--- src/bbc_pkg.sv ---
`timescale 1ns / 1ps
// ----------------------------------------------------------------------------
// bbc_pkg: shared types and constants for the block buffer cache
// Function codes, default sizes and the word passed from front to back.
// ----------------------------------------------------------------------------
package bbc_pkg;
  localparam int DEFAULT_SLOTS = 16;
  localparam int HANDLE_W = 8;
  localparam int BLOCK_W = 24;
  localparam int ACTIVE_W = 5;
  localparam int COUNT_W = 5;
  localparam int SLOT_W = 4;
  localparam logic [ACTIVE_W-1:0] ACTIVE_RESET = 5'd16;

  typedef enum logic [1:0] {
    FUNC_READ  = 2'd0,
    FUNC_WRITE = 2'd1,
    FUNC_INVAL = 2'd2,
    FUNC_NONE  = 2'd3
  } func_t;

  // one classified request word
  typedef struct packed {
    func_t                 func;
    logic [HANDLE_W-1:0]   handle;
    logic [BLOCK_W-1:0]    block_number;
  } req_t;
endpackage

--- src/bbc_front.sv ---
`timescale 1ns / 1ps
// ----------------------------------------------------------------------------
// bbc_front: request intake
// Accepts input words and queues them, two deep, for the back end.
// ----------------------------------------------------------------------------
module bbc_front (
  input  logic          clk,
  input  logic          rst,
  input  logic          in_valid,
  output logic          in_ready,
  input  logic [1:0]    func,
  input  logic [7:0]    handle,
  input  logic [23:0]   block_number,
  output logic          q_valid,
  input  logic          q_ready,
  output bbc_pkg::req_t q_word
);
  import bbc_pkg::*;

  req_t       mem [2];
  logic       wr_ptr, rd_ptr;
  logic [1:0] fill;
  logic       push, pop;

  assign in_ready = (fill != 2'd2);
  assign q_valid  = (fill != 2'd0);
  assign push     = in_valid && in_ready;
  assign pop      = q_valid && q_ready;
  assign q_word   = mem[rd_ptr];

  // two-entry queue
  always_ff @(posedge clk) begin
    if (rst) begin
      wr_ptr <= 1'b0;
      rd_ptr <= 1'b0;
      fill   <= 2'd0;
    end else begin
      if (push) begin
        mem[wr_ptr] <= '{func: func_t'(func), handle: handle, block_number: block_number};
        wr_ptr <= ~wr_ptr;
      end
      if (pop) rd_ptr <= ~rd_ptr;
      fill <= fill + {1'b0, push} - {1'b0, pop};
    end
  end
endmodule

--- src/bbc_back.sv ---
`timescale 1ns / 1ps
// ----------------------------------------------------------------------------
// bbc_back: slot lookup, FIFO replacement and invalidate
// Scans one slot a cycle over the tag store, then updates and reports.
// ----------------------------------------------------------------------------
module bbc_back #(
  parameter int SLOTS = bbc_pkg::DEFAULT_SLOTS
) (
  input  logic          clk,
  input  logic          rst,
  input  logic [4:0]    active_buffers,
  input  logic          q_valid,
  output logic          q_ready,
  input  bbc_pkg::req_t q_word,
  output logic          out_valid,
  input  logic          out_ready,
  output logic [3:0]    slot,
  output logic          hit,
  output logic          fill_needed,
  output logic          evicted,
  output logic [7:0]    evict_handle,
  output logic [23:0]   evict_block,
  output logic          writeback_needed,
  output logic [4:0]    invalidated_count
);
  import bbc_pkg::*;
  localparam int IW = (SLOTS > 1) ? $clog2(SLOTS) : 1;
  localparam int CW = $clog2(SLOTS + 1);

  typedef enum logic [3:0] {
    S_IDLE = 4'b0001,
    S_SCAN = 4'b0010,
    S_FILL = 4'b0100,
    S_DONE = 4'b1000
  } state_t;

  state_t state;
  req_t   req;
  logic [SLOTS-1:0] valid, dirty;
  logic [HANDLE_W-1:0] owner_mem [SLOTS];
  logic [BLOCK_W-1:0]  block_mem [SLOTS];
  logic [IW-1:0] idx, fifo_pointer, found_idx;
  logic          found;
  logic [CW-1:0] cleared;
  logic [CW:0]   n;
  logic [IW:0]   ptr_inc;
  logic [IW-1:0] victim;
  logic          tag_match;

  // clamp active count to 1..SLOTS
  always_comb begin
    if (active_buffers == 5'd0) n = (CW+1)'(1);
    else if (32'(active_buffers) > SLOTS) n = (CW+1)'(SLOTS);
    else n = (CW+1)'(active_buffers);
  end

  assign ptr_inc = {1'b0, fifo_pointer} + 1'b1;
  assign victim  = ((CW+1)'(ptr_inc) >= n) ? '0 : ptr_inc[IW-1:0];
  assign tag_match = valid[idx] && owner_mem[idx] == req.handle;
  assign q_ready = (state == S_IDLE) && !out_valid;

  always_ff @(posedge clk) begin
    if (rst) begin
      state <= S_IDLE;
      valid <= '0;
      dirty <= '0;
      fifo_pointer <= '0;
      out_valid <= 1'b0;
    end else begin
      if (out_valid && out_ready) out_valid <= 1'b0;
      case (state)
        S_IDLE: begin
          if (q_valid && q_ready) begin
            req     <= q_word;
            idx     <= '0;
            found   <= 1'b0;
            cleared <= '0;
            state   <= (q_word.func == FUNC_NONE) ? S_DONE : S_SCAN;
          end
        end
        S_SCAN: begin
          // one slot per cycle
          if (req.func == FUNC_INVAL) begin
            if (tag_match && (CW+1)'(idx) < n) begin
              valid[idx] <= 1'b0;
              dirty[idx] <= 1'b0;
              cleared    <= cleared + 1'b1;
            end
          end else if (!found && tag_match && block_mem[idx] == req.block_number) begin
            found     <= 1'b1;
            found_idx <= idx;
          end
          if (32'(idx) == SLOTS - 1) state <= S_FILL;
          else idx <= idx + 1'b1;
        end
        S_FILL: begin
          if (req.func == FUNC_INVAL) begin
            slot <= '0; hit <= 1'b0; fill_needed <= 1'b0; evicted <= 1'b0;
            evict_handle <= '0; evict_block <= '0; writeback_needed <= 1'b0;
            invalidated_count <= (32'(cleared) > 31) ? 5'd31 : 5'(cleared);
          end else if (found) begin
            slot <= 4'(found_idx); hit <= 1'b1; fill_needed <= 1'b0; evicted <= 1'b0;
            evict_handle <= '0; evict_block <= '0; writeback_needed <= 1'b0;
            invalidated_count <= '0;
            if (req.func == FUNC_WRITE) dirty[found_idx] <= 1'b1;
          end else begin
            // miss: replace the next FIFO slot, report what it held
            fifo_pointer      <= victim;
            slot              <= 4'(victim);
            hit               <= 1'b0;
            fill_needed       <= 1'b1;
            evicted           <= valid[victim];
            evict_handle      <= valid[victim] ? owner_mem[victim] : '0;
            evict_block       <= valid[victim] ? block_mem[victim] : '0;
            writeback_needed  <= valid[victim] && dirty[victim];
            invalidated_count <= '0;
            valid[victim]     <= 1'b1;
            owner_mem[victim] <= req.handle;
            block_mem[victim] <= req.block_number;
            dirty[victim]     <= (req.func == FUNC_WRITE);
          end
          out_valid <= 1'b1;
          state <= S_IDLE;
        end
        S_DONE: begin
          // unused code: all-zero result
          slot <= '0; hit <= 1'b0; fill_needed <= 1'b0; evicted <= 1'b0;
          evict_handle <= '0; evict_block <= '0; writeback_needed <= 1'b0;
          invalidated_count <= '0;
          out_valid <= 1'b1;
          state <= S_IDLE;
        end
        default: state <= S_IDLE;
      endcase
    end
  end
endmodule

--- src/block_buffer_cache_fifo_unit.sv ---
`timescale 1ns / 1ps
// ----------------------------------------------------------------------------
// block_buffer_cache_fifo_unit: block buffer cache with FIFO replacement
// The back end takes a word, scans the tag store one slot per cycle and posts
// the result; it takes the next word only once that result is accepted, so it
// does not overlap words and waits while the output stalls. Unused function
// codes skip the scan. The front queue holds up to two more words meanwhile.
// Results are held in an output register until taken.
// ----------------------------------------------------------------------------
module block_buffer_cache_fifo_unit #(
  parameter int BUFFER_SLOTS = bbc_pkg::DEFAULT_SLOTS
) (
  input  logic        clk,
  input  logic        rst,
  input  logic        cfg_valid,
  output logic        cfg_ready,
  input  logic [4:0]  cfg_data,
  input  logic        in_valid,
  output logic        in_ready,
  input  logic [1:0]  func,
  input  logic [7:0]  handle,
  input  logic [23:0] block_number,
  output logic        out_valid,
  input  logic        out_ready,
  output logic [3:0]  slot,
  output logic        hit,
  output logic        fill_needed,
  output logic        evicted,
  output logic [7:0]  evict_handle,
  output logic [23:0] evict_block,
  output logic        writeback_needed,
  output logic [4:0]  invalidated_count
);
  import bbc_pkg::*;

  logic [4:0] active_buffers;
  logic       q_valid, q_ready;
  req_t       q_word;

  assign cfg_ready = 1'b1;
  // configuration register
  always_ff @(posedge clk) begin
    if (rst) active_buffers <= ACTIVE_RESET;
    else if (cfg_valid) active_buffers <= cfg_data;
  end

  bbc_front u_front (
    .clk, .rst, .in_valid, .in_ready, .func, .handle, .block_number,
    .q_valid, .q_ready, .q_word
  );

  bbc_back #(.SLOTS(BUFFER_SLOTS)) u_back (
    .clk, .rst, .active_buffers, .q_valid, .q_ready, .q_word,
    .out_valid, .out_ready, .slot, .hit, .fill_needed, .evicted,
    .evict_handle, .evict_block, .writeback_needed, .invalidated_count
  );
endmodule

--- config.mk ---
export PLATFORM = sky130hd
export DESIGN_NAME = block_buffer_cache_fifo_unit
export DESIGN_NICKNAME = d
export VERILOG_FILES = /design/src/bbc_pkg.sv /design/src/bbc_front.sv /design/src/bbc_back.sv /design/src/block_buffer_cache_fifo_unit.sv
export SDC_FILE = /design/constraint.sdc
export NUM_CORES = 1
export LEC_CHECK = 0
export ABC_AREA = 1
export BUFFER_PORTS_ARGS = -buffer_cell sky130_fd_sc_hd__buf_2
export CORE_MARGIN = 3
export CORE_UTILIZATION = 45
export DETAILED_ROUTE_END_ITERATION = 6
export SYNTH_ARGS = -nofsm -noshare
export SYNTH_HDL_FRONTEND = slang
export SYNTH_HIERARCHICAL = 1
export SYNTH_SLANG_ARGS = --single-unit
--- constraint.sdc ---
create_clock -name clk -period 4.2 [get_ports clk]
set_input_delay 0.42 -clock clk [delete_from_list [all_inputs] [get_ports clk]]
set_output_delay 0.42 -clock clk [all_outputs]
set_load 0.02 [all_outputs]
==> impl_metrics.toml, run 1 <==
[critical_path]
required_ns = 4.57
crit_fanout = 24
endpoint_kind = "flop"
path_class = "reg2reg"
r2r_start = "u_back/fifo_pointer[0]"
cp-start-kind = "flop"
crit_start = "u_back/fifo_pointer[0]"
crit_arrival_ns = 4.31

[logic_synthesis]
synth_edf_count = 673
synth_top_cell_by_area = "edfxtp_1"
synth_cells = 3341
synth_area_leaders = "edfxtp_1, nand2_1, nor2_1"
synth.top_cells.by_count = "edfxtp_1, nand2_1, nor2_1"
ys_seq_elements = 728
yosysWarnings = 6
synth.most_common_cell = "edfxtp_1"
synth_area_per_cell_um2 = 10.3
synthArstFlopShare = 0
synth_top_cell_area_share = 0.586
ys.flop_type = "edfxtp_1"
syn_nets = 3401
syn_area_mm2 = 0.0345
synth.yosys.seq_area_share = 0.618
synth.distinct_cells = 46

[timing]
fin_crit_ns = 3.94
rsz0062_at_grt = "false"
finalCritPeriodShare = 0.938
max_slew_margin = 0.210
finalMaxSlewViolations = 0
fin_skew_ns = 0.0308
setup_ws_ns = 0.259
worstMarginPinSlew_ns = 1.18
finalHoldViolCount = 0
max_freq_ghz = 0.254
fin_tns_setup_ns = 0
setup_viol = 0

[worst_hold_path]
min_from = "cfg_data[0]"
hold_path_class = "in2reg"

[finish]
drive_gt1_frac = 0.110
fillers = 6606
area_delta_synth_final_pct = 13.8
finalNetCount = 3503
stdcell_count = 4526
antenna_cells = 0

[power_and_ir_drop]
clkPwrFrac = 0.312
swShare = 0.352
power.density_mw_per_mm2 = 571
pwr-share-comb = 0.281
p_int_mw = 14.5
p_leak_nw = 14.1
peakVddDrop_mv = 0.378
p_sw_mw = 7.90
share_seq_of_total_power = 0.407

[global_route]
grt_pass1_vias = 26415
grt_pass1_wl_um = 167000
grt_overflow_total = 0
antenna_found_initial = 3
grt_start_max_net_pins = 171
globalRouteTotalUtil = 0.281

[clock_tree]
clkTransAtPathRegs_ns = 0.06
cts_root_buf = "clkbuf_16"
cts.sinks = 728
htree_levels = 3
cts_buffers = 82
cts_tree = "built"
clk_latency_ns = 0.64
clockBufferDepth = 3
postCtsSetupBuffers = 0

[place]
dp_hpwl_um = 64900
globalplace.congestion = 0.895
post-place-ws_ns = 0.307
placed_cells = 4343
port_buffers = 90

[routing]
vias = 27198
routedWlPerCell_um = 25.1
drt_iter0_markers = 3586
via_per_inst = 6.01
drt_first_pass_iters = 6
drtAntennaViolNets = 0
drt-total-wl_um = 114000
drc_errors = 0

[floorplan]
io_pins = 92
start_util = 0.458
num_rows = 100
dieWidth_um = 283
die_height_um = 283
coreArea_mm2 = 0.0752
dieArea_mm2 = 0.0800

[run_status]
status = "finished, final reports clean"

[job]
maxCapViolCount = 0
[sequential cells by signal (all words and copies together) (netlist names), 2 cells and up, named ones only]
name / flops
u_back/req: 34
u_back/found_idx: 4
u_back/evict_handle: 8
u_back/fifo_pointer: 4
u_front/mem: 68
u_back/idx: 4
u_back/state: 4
u_back/block_mem: 384
u_back/invalidated_count: 5
active_buffers: 5
u_back/slot: 4
u_back/valid: 16
u_back/evict_block: 24
u_front/fill: 2
u_back/owner_mem: 128
u_back/dirty: 16
u_back/cleared: 5
[power by group through the flow]
| stage | clock (mW) | sequential [mW] | combinational, mW |
|---|---|---|---|
| detailed placement | 0 | 9.26 | 6.11 |
| CTS | 7.09 | 9.11 | 6.18 |
| floorplan | 0 | 8.95 | 4.50 |
| finish | 6.99 | 9.12 | 6.31 |
| global placement | 0 | 9.23 | 5.97 |
| global route | 7.39 | 9.17 | 6.85 |
[path summary, 6_finish.rpt]
check                                 to  slack, ns  cells after the start
setup / recovery  u_back/evict_handle[4]       0.26                     17
hold / removal         active_buffers[0]        0.1                      5
setup reg to reg  u_back/evict_handle[4]       0.26                     17
hold reg to reg        active_buffers[0]       0.49                      2
[worst max-delay path, cell delays in order (launching register included)]
cell and delay, ns:
dfxtp_1 0.48, nand3_1 0.13, xor2_1 0.27, ha_1 0.30
a21o_1 0.16, a21oi_1 0.11, and2_1 0.21, nand3_1 0.17
buf_4 0.19, nand2_2 0.07, clkinv_2 0.35, buf_4 0.41
a22oi_1 0.20, nand2_1 0.08, nand2_1 0.06, nand2_1 0.08
nor3_1 0.30, nor2_1 0.09
[stage by stage]
| step | power, mW | hold WS (ns) | cell area [µm²] | utilization |
|---|---|---|---|---|
| after floorplan | 13.4 | 0.463 | 34500 | - |
| after global placement | 15.2 | 0.475 | 36300 | 0.482 |
| after detailed placement | 15.4 | 0.483 | 36300 | 0.482 |
| after CTS | 22.4 | 0.0685 | 39200 | 0.522 |
| after global routing | 23.4 | 0.125 | 39200 | 0.522 |
| final | 22.4 | 0.0972 | 39200 | 0.522 |
[placed cells by master, fill, tap and decap left out, types with 17 or more instances in the layout]
cell,n
o22ai_1,36
inv_1,205
buf_12,27
mux2_4,30
nor2_4,22
a22oi_1,228
nand4_1,17
clkbuf_16,86
nor2_1,445
clkinv_1,18
a21oi_1,108
clkbuf_1,22
buf_2,90
buf_4,65
dfxtp_1,50
nor3_1,31
o211ai_1,89
o21ai_1,32
nand2_1,557
dlygate4sd3_1,36
nand3_1,255
o21ai_0,275
edfxtp_1,673
[what timing repair did]
| item | CTS | global route |
|---|---|---|
| hold buffers | 36 | 0 |
| resized for setup | 0 | 1 |
| endpoints found under the hold margin | 70 | 0 |
| endpoints found under the setup margin | 0 | 1 |
[logic make-up (layout without fill, tap and decap cells)]
| kind of cell | Yosys count | after routing | share of synthesized area |
|---|---|---|---|
| adder cells (fa/ha/maj) | 16 | 16 | 0.00581 |
| AND/OR/NAND/NOR | 1367 | 1367 | 0.166 |
| other | 1 | 1 | 0.000109 |
| AO/OA/AOI/OAI | 780 | 780 | 0.138 |
| multiplexers | 34 | 34 | 0.0144 |
| flip-flops | 728 | 728 | 0.618 |
| XOR/XNOR | 3 | 3 | 0.000762 |
| buffers and inverters | 412 | 577 | 0.0567 |
[layer usage]
metal	vias up	wire, µm	track usage
met5	-	0	0
met4	0	4300	0.115
met3	275	12700	0.0564
met2	1645	51700	0.445
met1	13152	44800	0.381
li1	12126	-	-
[area by class of cell]
class                           count  area, µm²  area share
Tap cell                         1020       1280      0.0325
Sequential cell                   728      21300       0.544
Clock buffer                      109       2250      0.0573
Timing Repair Buffer              219       1850      0.0472
Multi-Input combinational cell   2201      11400       0.290
Clock inverter                     38        343     0.00874
Inverter                          211        800      0.0204
(Power assumes the default switching activity.)
==> run 2, diff against run 1 <==
Settings changed: SYNTH_HIERARCHICAL 1 to default.
==> impl_metrics.toml, run 2 <==
[run_status]
status = "finished, final reports clean"

[floorplan]
die_height_um = 283
coreArea_mm2 = 0.0761
dieArea_mm2 = 0.0803
io_pins = 92
dieWidth_um = 283
start_util = 0.455
num_rows = 101

[critical_path]
cp-start-kind = "flop"
path_class = "reg2reg"
cp_slowest_cell = "dfxtp_1"
cpMostUsedCell = "nand2_1"
endpoint_kind = "flop"
crit_buf_inv = 4
max_stage_delay_ns = 0.47
critPathTopFamily = "simple AND/OR/NAND/NOR gates"
required_ns = 4.56
crit_arrival_ns = 4.17
crit_fanout = 50
crit_path_cell_trace = "ha_1 -> xor2_1 -> ha_1 -> nand2_1 -> inv_1 -> o21ai_1 -> o211a_1 -> nand3_2 -> nand2_1 -> inv_4 -> buf_12 -> nand2_1 -> nand4_1 -> nand2_1 -> nand2_1 -> o21ai_4 -> buf_4 -> nor2_1"

[finish]
largest_reg_flops = 384
reg.largest.list = "u_back.block_mem x384, u_back.owner_mem x128, u_front.mem x68"
stdcell_count = 4661
regMostFlops = "u_back.block_mem"
antenna_cells = 0
drive_gt1_frac = 0.103
final_design_area_no_fill_mm2 = 0.0395
area_delta_synth_final_pct = 14.1
final_common_cell = "nand2_1"
finalNetCount = 3633
layout_common_cells = "nand2_1, edfxtp_1, nor2_1"

[clock_tree]
cts_root_buf = "clkbuf_16"
clockBufferDepth = 3
cts_tree = "built"
cts_resized = 0
cts_buffers = 80
postCtsSetupBuffers = 0
htree_levels = 3
cts.sinks = 728
clkTransAtPathRegs_ns = 0.06
clk_latency_ns = 0.63
ctsHoldBuffers = 35

[routing]
drt-total-wl_um = 107000
drt_iter0_markers = 2956
drtAntennaViolNets = 0
via_per_inst = 5.77
drc_errors = 0
drt_first_pass_iters = 6
routedWlPerCell_um = 23.1
vias = 26871

[timing]
finalCritPeriodShare = 0.906
finalMaxSlewViolations = 0
fin_skew_ns = 0.0232
finalHoldViolCount = 0
hold_slack_ns = 0.0368
worstMarginPinSlew_ns = 0.929
max_freq_ghz = 0.263
rsz0062_at_grt = "false"
fin_crit_ns = 3.81
fin_tns_setup_ns = 0
max_slew_margin = 0.381
setup_viol = 0

[global_route]
grt_pass1_wl_um = 162000
globalRouteTotalUtil = 0.264
grt_start_max_net_pins = 124
antenna_found_initial = 0
grt_pass1_vias = 25554
grt_overflow_total = 0

[logic_synthesis]
syn_area_mm2 = 0.0346
synth_top_cell_area_share = 0.584
synth_cells = 3478
ys_seq_elements = 728
synth.top_cells.by_count = "nand2_1, edfxtp_1, nor2_1"
syn_nets = 3538
synth.most_common_cell = "nand2_1"
synthArstFlopShare = 0
ys.flop_type = "edfxtp_1"
synth_edf_count = 673
synth_area_per_cell_um2 = 9.95
synth_top_cell_by_area = "edfxtp_1"
synth_area_leaders = "edfxtp_1, nand2_1, nor2_1"
synth.yosys.seq_area_share = 0.616
synth.distinct_cells = 44
yosysWarnings = 0

[power_and_ir_drop]
power.density_mw_per_mm2 = 529
p_leak_nw = 14.4
peakVddDrop_mv = 0.342
totalPowerFinal_mw = 20.9

[worst_hold_path]
hold_path_class = "in2reg"

[place]
dpl_cell_area_mm2 = 0.0367
placed_cells = 4486
dp_hpwl_um = 61800
port_buffers = 90
globalplace.congestion = 0.929

[job]
maxCapViolCount = 0
run 2: changes by cell type in the layout (fill, tap and decap cells not counted), sizes merged, moves of 5 or more:
cell    change
o21ai      +18
o211ai      -5
nand4      +15
nand3      -42
a21oi      -30
clkinv      -5
nor2       +26
a21o        -5
nand2     +141
inv        +27
a32oi       +5
and2        -6
o22ai       -9
nor3       -24
run 2: logic make-up after synthesis:
logic type,share of synthesized area
simple gates,0.174
compound gates,0.136
flops,0.616
buf+inv,0.0566
mux,0.0111
fa+ha+maj,0.00578
xor+xnor,0.00127
other cells,0.000108
run 2: metrics by stage:
stage | worst slack [ns] | utilization
4_1_cts | 0.391 | 0.519
5_1_grt | 0.0161 | 0.519
3_3_place_gp | 0.479 | 0.482
3_5_place_dp | 0.406 | 0.482
6_report | 0.394 | 0.519
2_1_floorplan | 0.0512 | -
run 2: layer usage:
layer	share of wire	wire length [µm]	global-route usage	vias up
li1	-	-	-	12468
met1	0.42	45300	0.371	12854
met2	0.46	49100	0.418	1324
met3	0.088	9410	0.0377	225
met4	0.035	3750	0.0958	0
met5	0	0	0	-
run 2: path summary, 6_finish.rpt:
path                           from                    end  slack (ns)  depth (start not counted)
min reg2reg          u_front.wr_ptr         u_front.wr_ptr        0.47                          2
min                     cfg_data[4]      active_buffers[4]        0.04                          3
max          u_back.fifo_pointer[0]  u_back.evict_block[1]        0.39                         18
max reg2reg  u_back.fifo_pointer[0]  u_back.evict_block[1]        0.39                         18
run 2: cell type report:
| type | instances | area (µm²) |
|---|---|---|
| fill | 6801 | 36600 |
| tap | 1030 | 1290 |
| sequential | 728 | 21300 |
| timing repair buffer | 222 | 1940 |
| multi-input combinational | 2302 | 11500 |
| clock inverter | 31 | 294 |
| clock buffer | 109 | 2190 |
| inverter | 239 | 908 |
run 2: report_power, final:
group / internal (mW) / total [mW] / switching (mW)
clock: 3.96 / 6.82 / 2.86
sequential: 8.47 / 8.91 / 0.448
combinational: 1.61 / 5.16 / 3.56
run 2: worst min-delay path, stage by stage:
cell and delay [ns]:
buf_2 0.08, a21oi_1 0.04, o21ai_0 0.07
